--- src/hw/rtl/stb_pkg.sv ---
// shared types and constants for the software timer bank
package stb_pkg;

   // command codes carried by a request word
   typedef enum logic [2:0] {
      KIND_TICK   = 3'd0,
      KIND_SET    = 3'd1,
      KIND_START  = 3'd2,
      KIND_STOP   = 3'd3,
      KIND_RELOAD = 3'd4,
      KIND_QUERY  = 3'd5
   } kind_type;

   // result kind codes
   localparam logic RES_EXPIRY = 1'b0;
   localparam logic RES_QUERY  = 1'b1;

   // field widths
   localparam int IDX_FIELD_W = 6;
   localparam int CNT_W       = 16;
   localparam int SUM_W       = 17;

   // set value weights and counter ceiling
   localparam logic [SUM_W-1:0] MIN_WEIGHT = 17'd600;
   localparam logic [SUM_W-1:0] SEC_WEIGHT = 17'd10;
   localparam logic [CNT_W-1:0] CNT_MAX    = 16'hFFFF;

   // classified command passed from front to back
   typedef struct packed {
      kind_type               kind;
      logic [IDX_FIELD_W-1:0] index;
      logic                   in_range;
      logic [CNT_W-1:0]       value;
   } cmd_type;

   // back end sequencer states
   typedef enum logic [1:0] {
      ST_IDLE,
      ST_EXEC,
      ST_TICK,
      ST_TICK_END
   } back_state_type;

endpackage

--- src/hw/rtl/stb_ram.sv ---
// generic single write port, single read port ram with registered read
module stb_ram #(
   parameter int WIDTH = 32,
   parameter int DEPTH = 16,
   localparam int AW = (DEPTH > 1) ? $clog2(DEPTH) : 1
) (
   input  logic             clock,
   input  logic             wr_en,
   input  logic [AW-1:0]    wr_addr,
   input  logic [WIDTH-1:0] wr_data,
   input  logic             rd_en,
   input  logic [AW-1:0]    rd_addr,
   output logic [WIDTH-1:0] rd_data
);

   logic [WIDTH-1:0] mem_ff [DEPTH];
   logic [WIDTH-1:0] rd_data_ff;

   // write port
   always_ff @(posedge clock) begin
      if (wr_en) begin
         mem_ff[wr_addr] <= wr_data;
      end
   end

   // read port, data holds while not enabled
   always_ff @(posedge clock) begin
      if (rd_en) begin
         rd_data_ff <= mem_ff[rd_addr];
      end
   end

   assign rd_data = rd_data_ff;

endmodule

--- src/hw/rtl/stb_queue.sv ---
// two-entry command queue between front and back
module stb_queue (
   input  logic            clock,
   input  logic            reset,
   input  logic            push,
   input  stb_pkg::cmd_type push_word,
   output logic            full,
   input  logic            pop,
   output stb_pkg::cmd_type pop_word,
   output logic            empty
);
   import stb_pkg::*;

   cmd_type    slot_ff [2];
   logic       wr_ptr_ff, wr_ptr_in;
   logic       rd_ptr_ff, rd_ptr_in;
   logic [1:0] cnt_ff, cnt_in;

   assign full     = (cnt_ff == 2'd2);
   assign empty    = (cnt_ff == 2'd0);
   assign pop_word = slot_ff[rd_ptr_ff];

   // pointer and fill count update
   always_comb begin
      wr_ptr_in = wr_ptr_ff ^ push;
      rd_ptr_in = rd_ptr_ff ^ pop;
      cnt_in    = 2'(cnt_ff + {1'b0, push} - {1'b0, pop});
   end

   always_ff @(posedge clock) begin
      if (reset) begin
         wr_ptr_ff <= 1'b0;
         rd_ptr_ff <= 1'b0;
         cnt_ff    <= 2'd0;
      end else begin
         wr_ptr_ff <= wr_ptr_in;
         rd_ptr_ff <= rd_ptr_in;
         cnt_ff    <= cnt_in;
      end
   end

   // storage, no reset needed
   always_ff @(posedge clock) begin
      if (push) begin
         slot_ff[wr_ptr_ff] <= push_word;
      end
   end

`ifndef SYNTH
   a_no_push_full: assert property (@(posedge clock) disable iff (reset)
      push |-> (!full || pop))
      else $error("queue pushed while full");
   a_no_pop_empty: assert property (@(posedge clock) disable iff (reset)
      pop |-> !empty)
      else $error("queue popped while empty");
`endif

endmodule

--- src/hw/rtl/stb_front.sv ---
// request front end: classifies commands and computes set values
module stb_front #(
   parameter int NUM_TIMERS = 16
) (
   input  logic            req_valid,
   output logic            req_stall,
   input  logic [2:0]      req_kind,
   input  logic [5:0]      req_timer_index,
   input  logic [6:0]      req_minutes,
   input  logic [5:0]      req_seconds,
   input  logic [3:0]      req_tenths,
   output logic            push,
   output stb_pkg::cmd_type push_word,
   input  logic            full
);
   import stb_pkg::*;

   logic             in_range;
   logic             keep;
   logic [SUM_W-1:0] sum;

   assign req_stall = full;

   // range check against the bank size
   assign in_range = ({1'b0, req_timer_index} < 7'(NUM_TIMERS));

   // drop unknown kinds and out of range writes
   always_comb begin
      case (req_kind)
         KIND_TICK:   keep = 1'b1;
         KIND_QUERY:  keep = 1'b1;
         KIND_SET:    keep = in_range;
         KIND_START:  keep = in_range;
         KIND_STOP:   keep = in_range;
         KIND_RELOAD: keep = in_range;
         default:     keep = 1'b0;
      endcase
   end

   // set value in tenths, saturated
   always_comb begin
      sum = SUM_W'(req_minutes) * MIN_WEIGHT + SUM_W'(req_seconds) * SEC_WEIGHT
            + SUM_W'(req_tenths);
   end

   always_comb begin
      push_word.kind     = kind_type'(req_kind);
      push_word.index    = req_timer_index;
      push_word.in_range = in_range;
      push_word.value    = (sum > SUM_W'(CNT_MAX)) ? CNT_MAX : sum[CNT_W-1:0];
   end

   assign push = req_valid && !full && keep;

endmodule

--- src/hw/rtl/stb_back.sv ---
// back end sequencer: executes commands against the timer table
module stb_back #(
   parameter int NUM_TIMERS = 16
) (
   input  logic            clock,
   input  logic            reset,
   input  logic            empty,
   input  stb_pkg::cmd_type pop_word,
   output logic            pop,
   output logic            rsp_valid,
   input  logic            rsp_stall,
   output logic            rsp_result_kind,
   output logic [5:0]      rsp_result_index,
   output logic [15:0]     rsp_count_value,
   output logic            rsp_last
);
   import stb_pkg::*;

   localparam int IW = (NUM_TIMERS > 1) ? $clog2(NUM_TIMERS) : 1;
   localparam int EW = 2 * CNT_W;

   back_state_type         state_ff, state_in;
   cmd_type                cmd_ff, cmd_in;
   logic [IW-1:0]          cur_ff, cur_in;
   logic [NUM_TIMERS-1:0]  en_ff, en_in;
   logic [NUM_TIMERS-1:0]  vld_ff, vld_in;
   logic                   pend_valid_ff, pend_valid_in;
   logic [IDX_FIELD_W-1:0] pend_index_ff, pend_index_in;
   logic                   rsp_valid_ff, rsp_valid_in;
   logic                   rsp_kind_ff, rsp_kind_in;
   logic [IDX_FIELD_W-1:0] rsp_index_ff, rsp_index_in;
   logic [CNT_W-1:0]       rsp_count_ff, rsp_count_in;
   logic                   rsp_last_ff, rsp_last_in;

   logic                   ram_we, ram_re;
   logic [IW-1:0]          ram_waddr, ram_raddr;
   logic [EW-1:0]          ram_wdata, ram_rdata;

   logic [IW-1:0]          sel_idx;
   logic [IW-1:0]          q_idx;
   logic [CNT_W-1:0]       entry_cnt, entry_reload, dec_cnt;
   logic                   rsp_free, fire, expire, hold;

   // entry of {reload value, counter}
   stb_ram #(.WIDTH(EW), .DEPTH(NUM_TIMERS)) u_table (
      .clock   (clock),
      .wr_en   (ram_we),
      .wr_addr (ram_waddr),
      .wr_data (ram_wdata),
      .rd_en   (ram_re),
      .rd_addr (ram_raddr),
      .rd_data (ram_rdata)
   );

   // read data, never-written entries read as zero
   always_comb begin
      sel_idx      = (state_ff == ST_EXEC) ? cmd_ff.index[IW-1:0] : cur_ff;
      q_idx        = pop_word.index[IW-1:0];
      entry_cnt    = vld_ff[sel_idx] ? ram_rdata[CNT_W-1:0] : '0;
      entry_reload = vld_ff[sel_idx] ? ram_rdata[EW-1:CNT_W] : '0;
      dec_cnt      = entry_cnt - 1'b1;
      fire         = en_ff[cur_ff] && (entry_cnt != '0);
      expire       = fire && (dec_cnt == '0);
      rsp_free     = !rsp_valid_ff || !rsp_stall;
      hold         = expire && pend_valid_ff && !rsp_free;
   end

   // next state and datapath control
   always_comb begin
      state_in      = state_ff;
      cmd_in        = cmd_ff;
      cur_in        = cur_ff;
      en_in         = en_ff;
      vld_in        = vld_ff;
      pend_valid_in = pend_valid_ff;
      pend_index_in = pend_index_ff;
      rsp_valid_in  = rsp_valid_ff && rsp_stall;
      rsp_kind_in   = rsp_kind_ff;
      rsp_index_in  = rsp_index_ff;
      rsp_count_in  = rsp_count_ff;
      rsp_last_in   = rsp_last_ff;
      pop           = 1'b0;
      ram_we        = 1'b0;
      ram_waddr     = sel_idx;
      ram_wdata     = {entry_reload, entry_reload};
      ram_re        = 1'b0;
      ram_raddr     = q_idx;

      case (state_ff)
         ST_IDLE: begin
            if (!empty) begin
               pop    = 1'b1;
               cmd_in = pop_word;
               case (pop_word.kind)
                  KIND_TICK: begin
                     ram_re    = 1'b1;
                     ram_raddr = '0;
                     cur_in    = '0;
                     state_in  = ST_TICK;
                  end
                  KIND_SET: begin
                     ram_we        = 1'b1;
                     ram_waddr     = q_idx;
                     ram_wdata     = {pop_word.value, pop_word.value};
                     vld_in[q_idx] = 1'b1;
                  end
                  KIND_START: en_in[q_idx] = 1'b1;
                  KIND_STOP:  en_in[q_idx] = 1'b0;
                  KIND_RELOAD, KIND_QUERY: begin
                     ram_re   = 1'b1;
                     state_in = ST_EXEC;
                  end
                  default: ;
               endcase
            end
         end
         ST_EXEC: begin
            if (cmd_ff.kind == KIND_QUERY) begin
               if (rsp_free) begin
                  rsp_valid_in = 1'b1;
                  rsp_kind_in  = RES_QUERY;
                  rsp_index_in = cmd_ff.index;
                  rsp_count_in = cmd_ff.in_range ? entry_cnt : '0;
                  rsp_last_in  = 1'b1;
                  state_in     = ST_IDLE;
               end
            end else begin
               ram_we          = 1'b1;
               vld_in[sel_idx] = 1'b1;
               state_in        = ST_IDLE;
            end
         end
         ST_TICK: begin
            if (!hold) begin
               if (fire) begin
                  ram_we         = 1'b1;
                  ram_wdata      = {entry_reload, dec_cnt};
                  vld_in[cur_ff] = 1'b1;
               end
               if (expire) begin
                  en_in[cur_ff] = 1'b0;
                  if (pend_valid_ff) begin
                     rsp_valid_in = 1'b1;
                     rsp_kind_in  = RES_EXPIRY;
                     rsp_index_in = pend_index_ff;
                     rsp_count_in = '0;
                     rsp_last_in  = 1'b0;
                  end
                  pend_valid_in = 1'b1;
                  pend_index_in = IDX_FIELD_W'(cur_ff);
               end
               if (cur_ff == IW'(NUM_TIMERS - 1)) begin
                  state_in = ST_TICK_END;
               end else begin
                  cur_in    = cur_ff + 1'b1;
                  ram_re    = 1'b1;
                  ram_raddr = cur_ff + 1'b1;
               end
            end
         end
         ST_TICK_END: begin
            if (!pend_valid_ff) begin
               state_in = ST_IDLE;
            end else if (rsp_free) begin
               rsp_valid_in  = 1'b1;
               rsp_kind_in   = RES_EXPIRY;
               rsp_index_in  = pend_index_ff;
               rsp_count_in  = '0;
               rsp_last_in   = 1'b1;
               pend_valid_in = 1'b0;
               state_in      = ST_IDLE;
            end
         end
         default: state_in = ST_IDLE;
      endcase
   end

   // control registers
   always_ff @(posedge clock) begin
      if (reset) begin
         state_ff      <= ST_IDLE;
         en_ff         <= '0;
         vld_ff        <= '0;
         pend_valid_ff <= 1'b0;
         rsp_valid_ff  <= 1'b0;
      end else begin
         state_ff      <= state_in;
         en_ff         <= en_in;
         vld_ff        <= vld_in;
         pend_valid_ff <= pend_valid_in;
         rsp_valid_ff  <= rsp_valid_in;
      end
   end

   // payload registers
   always_ff @(posedge clock) begin
      cmd_ff        <= cmd_in;
      cur_ff        <= cur_in;
      pend_index_ff <= pend_index_in;
      rsp_kind_ff   <= rsp_kind_in;
      rsp_index_ff  <= rsp_index_in;
      rsp_count_ff  <= rsp_count_in;
      rsp_last_ff   <= rsp_last_in;
   end

   assign rsp_valid        = rsp_valid_ff;
   assign rsp_result_kind  = rsp_kind_ff;
   assign rsp_result_index = rsp_index_ff;
   assign rsp_count_value  = rsp_count_ff;
   assign rsp_last         = rsp_last_ff;

`ifndef SYNTH
   a_pend_in_tick: assert property (@(posedge clock) disable iff (reset)
      pend_valid_ff |-> (state_ff == ST_TICK || state_ff == ST_TICK_END))
      else $error("pending expiry outside a tick sweep");
   a_no_rw_clash: assert property (@(posedge clock) disable iff (reset)
      (ram_we && ram_re) |-> (ram_waddr != ram_raddr))
      else $error("table read and write at the same entry");
   a_expiry_zero: assert property (@(posedge clock) disable iff (reset)
      (rsp_valid_ff && rsp_kind_ff == RES_EXPIRY) |-> (rsp_count_ff == '0))
      else $error("expiry word with nonzero count");
   a_query_last: assert property (@(posedge clock) disable iff (reset)
      (rsp_valid_ff && rsp_kind_ff == RES_QUERY) |-> rsp_last_ff)
      else $error("query answer not marked last");
`endif

endmodule

--- src/hw/rtl/software_timer_bank_core.sv ---
// software timer bank: top level joining front end, command queue and back end
//
// Bank of NUM_TIMERS one-shot down counters driven by one command word per
// request: tick, set, start, stop, reload or query. Both channels use
// valid/stall; a word moves on a clock edge with valid high and stall low.
// The front end classifies each request, drops unknown kinds and out of range
// writes, and computes the set value in tenths (saturated at 65535). A
// two-entry queue feeds the back end, which owns the timer table in a ram.
// Set, start and stop finish in the idle state; reload and query go on to an
// execute state after one table read. A tick sweeps the table one timer per
// cycle while the sweep is not held, and emits one expiry word per timer
// that reaches zero, the final one with last set. A query always gives one
// word with last set; set, start, stop and reload give none.
// Results sit in an output register; a stalled result holds the sweep only
// when another expiry is found while one is already pending. Requests are
// taken until the queue is full. Reset clears all counters, reload values and
// enables at once.
module software_timer_bank_core #(
   parameter int NUM_TIMERS = 16
) (
   input  logic        clock,
   input  logic        reset,
   input  logic        req_valid,
   output logic        req_stall,
   input  logic [2:0]  req_kind,
   input  logic [5:0]  req_timer_index,
   input  logic [6:0]  req_minutes,
   input  logic [5:0]  req_seconds,
   input  logic [3:0]  req_tenths,
   output logic        rsp_valid,
   input  logic        rsp_stall,
   output logic        rsp_result_kind,
   output logic [5:0]  rsp_result_index,
   output logic [15:0] rsp_count_value,
   output logic        rsp_last
);
   import stb_pkg::*;

   cmd_type push_word, pop_word;
   logic    push, pop, full, empty;

   // classify and precompute
   stb_front #(.NUM_TIMERS(NUM_TIMERS)) u_front (
      .req_valid       (req_valid),
      .req_stall       (req_stall),
      .req_kind        (req_kind),
      .req_timer_index (req_timer_index),
      .req_minutes     (req_minutes),
      .req_seconds     (req_seconds),
      .req_tenths      (req_tenths),
      .push            (push),
      .push_word       (push_word),
      .full            (full)
   );

   // decoupling queue
   stb_queue u_queue (
      .clock     (clock),
      .reset     (reset),
      .push      (push),
      .push_word (push_word),
      .full      (full),
      .pop       (pop),
      .pop_word  (pop_word),
      .empty     (empty)
   );

   // command execution
   stb_back #(.NUM_TIMERS(NUM_TIMERS)) u_back (
      .clock            (clock),
      .reset            (reset),
      .empty            (empty),
      .pop_word         (pop_word),
      .pop              (pop),
      .rsp_valid        (rsp_valid),
      .rsp_stall        (rsp_stall),
      .rsp_result_kind  (rsp_result_kind),
      .rsp_result_index (rsp_result_index),
      .rsp_count_value  (rsp_count_value),
      .rsp_last         (rsp_last)
   );

endmodule
--- config.mk ---
export PLATFORM = sky130hd
export DESIGN_NAME = software_timer_bank_core
export DESIGN_NICKNAME = d
export VERILOG_FILES = /design/src/hw/rtl/stb_pkg.sv /design/src/hw/rtl/stb_ram.sv /design/src/hw/rtl/stb_queue.sv /design/src/hw/rtl/stb_front.sv /design/src/hw/rtl/stb_back.sv /design/src/hw/rtl/software_timer_bank_core.sv
export SDC_FILE = /design/constraint.sdc
export NUM_CORES = 1
export LEC_CHECK = 0
export ABC_AREA = 1
export BUFFER_PORTS_ARGS = -buffer_cell sky130_fd_sc_hd__clkbuf_2
export CORE_MARGIN = 5
export CORE_UTILIZATION = 53
export DETAILED_ROUTE_END_ITERATION = 8
export GPL_ROUTABILITY_DRIVEN = 0
export GPL_TIMING_DRIVEN = 0
export PLACE_DENSITY = 0.69
export RECOVER_POWER = 50
export SYNTH_ARGS = -nofsm -noshare
export SYNTH_HDL_FRONTEND = slang
export SYNTH_SLANG_ARGS = --single-unit
--- constraint.sdc ---
create_clock -name clock -period 16.5 [get_ports clock]
set_input_delay 1.65 -clock clock [delete_from_list [all_inputs] [get_ports clock]]
set_output_delay 1.65 -clock clock [all_outputs]
set_load 0.02 [all_outputs]
# Word level (Yosys, flattened, before mapping)

Memory sizes are Yosys's and may differ from the RTL's. A register that Yosys moved wholly into a read port is not among the register bits.
Cells that the tools add are included.

Register bits: 82
RAM bits: 564
Input bits: 30
Output and inout port bits: 26
Logic and storage cells: 228
Memories: 2

Memory list:

| name                  | words | bits a word | read ports | clocked after Yosys merged registers in | wr ports | RTL line        | text |
|---|---|---|---|---|---|---|---|
| u_back.u_table.mem_ff | 16    | 32          | 1          | 1                                       | 1        | stb_ram.sv:16   | `logic [WIDTH-1:0] mem_ff [DEPTH];` |
| u_queue.slot_ff       | 2     | 26          | 1          | 1                                       | 1        | stb_queue.sv:14 | `cmd_type slot_ff [2];` |

Add/sub/neg operators: 6
$mul: 2
$lt $le $gt $ge: 8
Equality and inequality tests: 32
Muxes and demuxes: 111
Bitwise gates (word level): 12
Reductions and logical operators: 38

Operator list:

| cell                                                            | number |
|---|---|
| 2-to-1 mux 16 bit                                               | 21 |
| one-hot mux 16 bit (3 select lines)                             | 2 |
| 2-to-1 mux 32 bit                                               | 2 |
| OR 16 bit                                                       | 4 |
| one-hot mux 16 bit (2 select lines)                             | 2 |
| one-hot mux 32 bit (2 select lines)                             | 1 |
| 2-to-1 mux 4 bit                                                | 12 |
| 2-to-1 mux 6 bit                                                | 7 |
| 2-to-1 mux 1 bit                                                | 41 |
| AND 16 bit                                                      | 2 |
| NOT 16 bit                                                      | 2 |
| one-hot mux 6 bit (3 select lines)                              | 1 |
| adder 17 x 10 -> 17 bit                                         | 1 |
| adder 17 x 4 -> 17 bit                                          | 1 |
| greater-than comparator 17 x 16 -> 1 bit, second input constant | 1 |
| logical NOT 16 bit                                              | 1 |
| one-hot mux 4 bit (2 select lines)                              | 2 |
| nonzero test 16 bit                                             | 1 |
| subtractor 16 x 1 -> 16 bit, second input constant              | 1 |
| == test 3 bit, second input constant                            | 5 |
| less-than comparator 4 x 5 -> 1 bit, second input constant      | 3 |
| multiplier 7 x 7 -> 14 bit, second input constant               | 1 |
| inequality test 2 x 1 -> 1 bit, second input constant           | 7 |
| inequality test 2 bit, second input constant                    | 7 |
| 37 further kinds                                                | 81 |

# Longest topological paths before layout

Word-level depth: 14
Gate-level depth with buffers: 38
Depth with buffers taken out: 33

# Cells and area by module

From an unflattened synthesis, not the netlist that was laid out.

Cell total of the unflattened synthesis: 3,568
Area, all modules: 34,032.6 µm²

Modules (own cells, without submodules):

| module    | times used | cells an instance | area an instance (µm²) | sequential area each (µm²) |
|---|---|---|---|---|
| stb_ram   | 1          | 2,122             | 23,065.9               | 16,335.7 |
| stb_back  | 1          | 1,006             | 6,432.4                | 1,981.9 |
| stb_front | 1          | 332               | 2,348.5                | 0.0 |
| stb_queue | 1          | 108               | 2,185.8                | 1,641.6 |

# Least setup slack after synthesis

Ideal clock, no wire load.

Kind: register to register
From: reg u_back.state_ff[1]
To: mem u_back.u_table.mem_ff[11][0], enable pin
Library setup time: 461 ps
Arrival: 5,912 ps
Required time: 16,039 ps
Path slack: 10,127 ps
Cell stages (with the launch flop): 32
Buffers on the path: 5
Clock period less this slack: 6,373 ps
Cell sequence: dfxtp_1 inv_1 ha_1 buf_6 nand2_2 inv_2 a21oi_4 inv_2 nand2_1 nand2_1 nand2_1 nand2_2 nor2_8 buf_4 buf_6 clkbuf_1 nand2_1 ha_1 nand2_1 nor2_1 nand2_1 nand2_1 nand2_1 nor2_1 nand2_1 nor2_4 nand3_4 nand2_1 o211ai_1 nand2_1 clkbuf_1 nor3_1

Longest elaborated chain between the ends: 14
Elaborated cells on any way between the ends: 22
Classes of those cells: add/sub (1); eq/ne (2); mux (12); reduce/logical (7)

RTL lines:

| item                                                               | RTL line                       | text |
|---|---|---|
| start: declaration                                                 | stb_back.sv:22                 | `back_state_type state_ff, state_in;` |
| start signal: assignment                                           | stb_back.sv:187                | `state_ff <= state_in;` |
| == test 2 x 1 -> 1 bit                                             | stb_back.sv:57, stb_back.sv:89 |  |
| 2-to-1 mux 4 bit                                                   | stb_back.sv:57                 | `sel_idx = (state_ff == ST_EXEC) ? cmd_ff.index[IW-1:0] : cur_ff;` |
| binary-select mux 1 bit (select 4 bit)                             | stb_back.sv:59                 | `entry_cnt = vld_ff[sel_idx] ? ram_rdata[CNT_W-1:0] : '0;` |
| 2-to-1 mux 1 bit (implied by the code)                             | stb_back.sv:59                 |  |
| 2-to-1 mux 16 bit                                                  | stb_back.sv:59                 |  |
| subtractor 16 x 1 -> 16 bit or nonzero test 16 bit (tied branches) | stb_back.sv:61, stb_back.sv:62 |  |
| logical NOT 16 bit or logical AND 1 bit (tied branches)            | stb_back.sv:63, stb_back.sv:62 |  |
| logical AND 1 bit                                                  | stb_back.sv:63                 | `expire = fire && (dec_cnt == '0);` |
| logical AND 1 bit (2 in a row)                                     | stb_back.sv:65                 | `hold = expire && pend_valid_ff && !rsp_free;` |
| 2-to-1 mux 1 bit                                                   | stb_back.sv:134                | `if (!hold) begin` |
| one-hot mux 1 bit (3 select lines)                                 | stb_back.sv:89                 | `case (state_ff)` |
| 2-to-1 mux 1 bit                                                   | stb_ram.sv:21                  | `if (wr_en) begin` |
| 2-to-1 mux 1 bit (implied by the code)                             | stb_ram.sv:22                  | `mem_ff[wr_addr] <= wr_data;` |
| end: declaration                                                   | stb_ram.sv:16                  |  |

Several ways; a longest one is shown, not always the timed one. The select of a mux whose other input is x is not followed.

# Worst setup path after layout

From: reg u_back.state_ff[1]
To: reg u_back.u_table.rd_data_ff[23] (netlist: u_back.u_table.rd_data[23]), read port of u_back.u_table.mem_ff, enable pin

Longest elaborated chain between the ends: 12
Elaborated cells on any way between the ends: 18
Classes of those cells: add/sub (1); eq/ne (2); mux (8); reduce/logical (7)

RTL lines:

| item                                                               | RTL line                       | text |
|---|---|---|
| == test 2 x 1 -> 1 bit                                             | stb_back.sv:57                 |  |
| 2-to-1 mux 4 bit                                                   | stb_back.sv:57                 |  |
| binary-select mux 1 bit (select 4 bit)                             | stb_back.sv:59                 |  |
| 2-to-1 mux 1 bit (implied by the code)                             | stb_back.sv:59                 |  |
| 2-to-1 mux 16 bit                                                  | stb_back.sv:59                 |  |
| subtractor 16 x 1 -> 16 bit or nonzero test 16 bit (tied branches) | stb_back.sv:61, stb_back.sv:62 |  |
| logical NOT 16 bit or logical AND 1 bit (tied branches)            | stb_back.sv:63, stb_back.sv:62 |  |
| logical AND 1 bit                                                  | stb_back.sv:63                 |  |
| logical AND 1 bit (2 in a row)                                     | stb_back.sv:65                 |  |
| 2-to-1 mux 1 bit                                                   | stb_back.sv:134                |  |
| one-hot mux 1 bit (2 select lines) *                               | stb_back.sv:89                 |  |
| named net u_back.ram_re                                            | stb_back.sv:35                 | `logic ram_we, ram_re;` |
| end: declaration                                                   | stb_ram.sv:17                  | `logic [WIDTH-1:0] rd_data_ff;` |

The timed path passes the listed nets; every way through them passes the cells marked *. The select of a mux whose other input is x is not followed.
A chain may end at the register's enable or synchronous reset.

==> impl_metrics.csv <==
group,metric,value,unit
logic_synthesis,synth_commonest_cells,"nand2_1 (817), edfxtp_1 (638), nand3_1 (628)",
logic_synthesis,synth.most_common_cell,"nand2_1",
timing,setup_viol,0,
critical_path,cp_slowest_cell,"o32ai_1",
critical_path,ff2ff_path_depth,29,
global_route,grt_pass1_vias,23600,
global_route,overflow,0,
logic_synthesis,synth-edff-count,638,
clock_network,cts_root_buf,"clkbuf_16",
timing,finalClockSkew,0.0255,ns
global_route,grt_use_total,27.3,%
critical_path,crit_family,"buffers and inverters",
routing,wl_per_cell,21.1,µm
critical_path,worst-path-max-fanout,18,
clock_network,cts.reportedPaths.clkPinSlew,0.06,ns
logic_synthesis,synth_cell_types,58,
timing,rsz0062_at_grt,"false",
routing,drc,0,
logic_synthesis,synthArstFlopShare,0,%
global_route,gr-usage-met1,38.9,%
global_route,grt_max_degree,27,
status,status,"complete, but fails checks",
clock_network,htreeDepth,3,
die,die_area,67400,µm²
global_route,antenna_found_initial,1,
logic_synthesis,yosys.area.top_type,"edfxtp_1",
die,rows,91,
critical_path,critical-path-max-stage-delay,1.24,ns
timing,tightest_slew,2.64,ns
placed_design,dp_hpwl,67300,µm
critical_path,cp_num_cells,29,
run,max_cap_viol_count,14,
logic_synthesis,synth_cells,3359,
logic_synthesis,syn_nets,3471,
die,die-width,260,µm
critical_path,required,16.72,ns
layout,regArea,20000,µm²
routing,first_pass_iters,6,
timing,hold_slack,0.460,ns
layout,fin_cells,4444,
routing,drtIter0Drc,3385,
global_route,use_met2,41.2,%
critical_path,crit_path_frequent_cell,"nand2_1",
placed_design,io_buffers,54,
clock_network,clock_sinks,678,
min_path,whs_path_depth,2,
timing,fmax,115,MHz
critical_path,crit_type,"reg2reg",
clock_network,cts_tree,"built",
die,pin_count,56,
logic_synthesis,synth_warnings,0,
layout,area_growth,12.5,%
die,start_util,53.5,%
logic_synthesis,ys_seq_area_share,60.4,%
timing,slew_violations,227,
clock_network,postCtsSetupBuffers,0,
timing,hold_violations,0,
routing,routed_wl,93800,µm
global_route,top_usage_layer,"met2",
critical_path,critPathArrivalTime,8.93,ns
routing,vias,25600,
logic_synthesis,ys.flop_type,"edfxtp_1",
min_path,hp-class,"reg2reg",
placed_design,place_inst,4317,
logic_synthesis,ys_ff_latch,678,
clock_network,cts-hold-fix-buffers,0,
global_route,grt_pass1_wl,140000,µm
clock_network,clk-insertion-delay-late,0.63,ns
die,die_h,260,µm
timing,tns,0,ns
global_route,use_met3,6.41,%
status,violations,"max-capacitance violations, max-slew violations",
logic_synthesis,syn_area,33000,µm²
clock_network,clock_path_buffers,3,
layout,utilization,60.2,%
layout,multi_input_area,10400,µm²
layout,fin_nets,3667,
logic_synthesis,yosys-top-cells-area,"edfxtp_1 (58%), nand3_1 (9.5%), nand2_1 (9.3%)",
logic_synthesis,syn_avg_cell_area,9.83,µm²
timing,fin_crit,8.71,ns
clock_network,cts_resized,0,
critical_path,start_kind,"flop",
logic_synthesis,synth_top_area_share,58.0,%
critical_path,critPathCaptureType,"flop",
die,core-area,61700,µm²
critical_path,worst-path-buf-inv,8,
timing,finalCritPeriodShare,52.8,%
layout,fillers,5131,
routing,antenna_left,0,
layout,drive_gt1_share,8.96,%
timing,slew_headroom,-77.9,%
clock_network,cts_buffers,73,
routing,vias_per_cell,5.76,
[tightest hold or removal path, stage by stage (launching register included)]
cell and delay, ns:
dfxtp_1 0.29, inv_1 0.06, a21oi_1 0.06
[final timing paths]
path,slack (ns),to,startpoint
setup / recovery,7.79,u_back.u_table.rd_data[23],u_back.state_ff[1]
setup reg to reg,7.79,u_back.u_table.rd_data[23],u_back.state_ff[1]
hold reg to reg,0.46,u_back.vld_ff[12],u_back.vld_ff[12]
hold / removal,0.46,u_back.vld_ff[12],u_back.vld_ff[12]
[per-layer routing]
layer  share of wire [%]  vias up
li1                    -    11800
met1                  40    12000
met2                  44     1487
met3                  12      244
met4                 4.2        0
met5                   0        -
[placed cells by master (no fill, tap or decap), types with 8 or more instances in the layout]
cell type	n
nand2_1	818
o22ai_1	11
a311oi_1	8
inv_1	423
ha_1	74
clkbuf_2	18
edfxtp_1	638
o21ai_0	112
nor3_2	12
nand4_1	21
nor3_1	17
o21ai_1	10
buf_6	65
fa_1	8
clkinv_1	15
buf_2	64
clkbuf_1	127
o211ai_1	14
nor2_1	150
buf_4	35
buf_1	9
clkbuf_16	75
clkinv_2	8
nand3_1	629
dfxtp_1	40
a21oi_1	78
xor2_1	17
[area by class of cell]
class                      count  share of cell area (%)
buffer                       180                    2.88
timing repair buffer         121                    2.24
multi-input combinational   2070                    27.9
inverter                     431                    4.36
clock inverter                30                   0.761
tap                          837                    2.82
sequential                   678                    53.7
clock buffer                  96                    5.27
antenna                        1                 0.00674
[cell families (layout without fill, tap and decap cells)]
| logic type | Yosys count | in the layout | share of synthesized area [%] |
|---|---|---|---|
| simple gates | 1671 | 1671 | 22.1 |
| flops | 678 | 678 | 60.4 |
| buf+inv | 611 | 858 | 8.21 |
| compound gates | 292 | 292 | 5.30 |
| fa+ha+maj | 82 | 82 | 3.29 |
| xor+xnor | 24 | 24 | 0.637 |
| mux | 1 | 1 | 0.0303 |
| other cells | 0 | 1 | 0 |
[registers in the layout, indices dropped and copies added, names as in the netlist, 6 cells and up, named ones only]
signal                   flops
u_back.rsp_result_index      6
u_back.u_table.rd_data      32
u_queue.slot_ff             52
u_back.cmd_ff               10
u_back.rsp_count_value      16
u_back.vld_ff               16
u_back.u_table.mem_ff      512
[per-stage QoR]
step	cell area [µm²]	setup WS (ns)
after global routing	37100	7.41
after floorplan	33000	10.13
after global placement	34300	6.73
after detailed placement	35200	9.90
final	37100	7.79
after CTS	37500	10.01
Power is left out: the tool's default activity adds up to more than one toggle a clock period on the data nets, which glitch-free logic cannot reach.
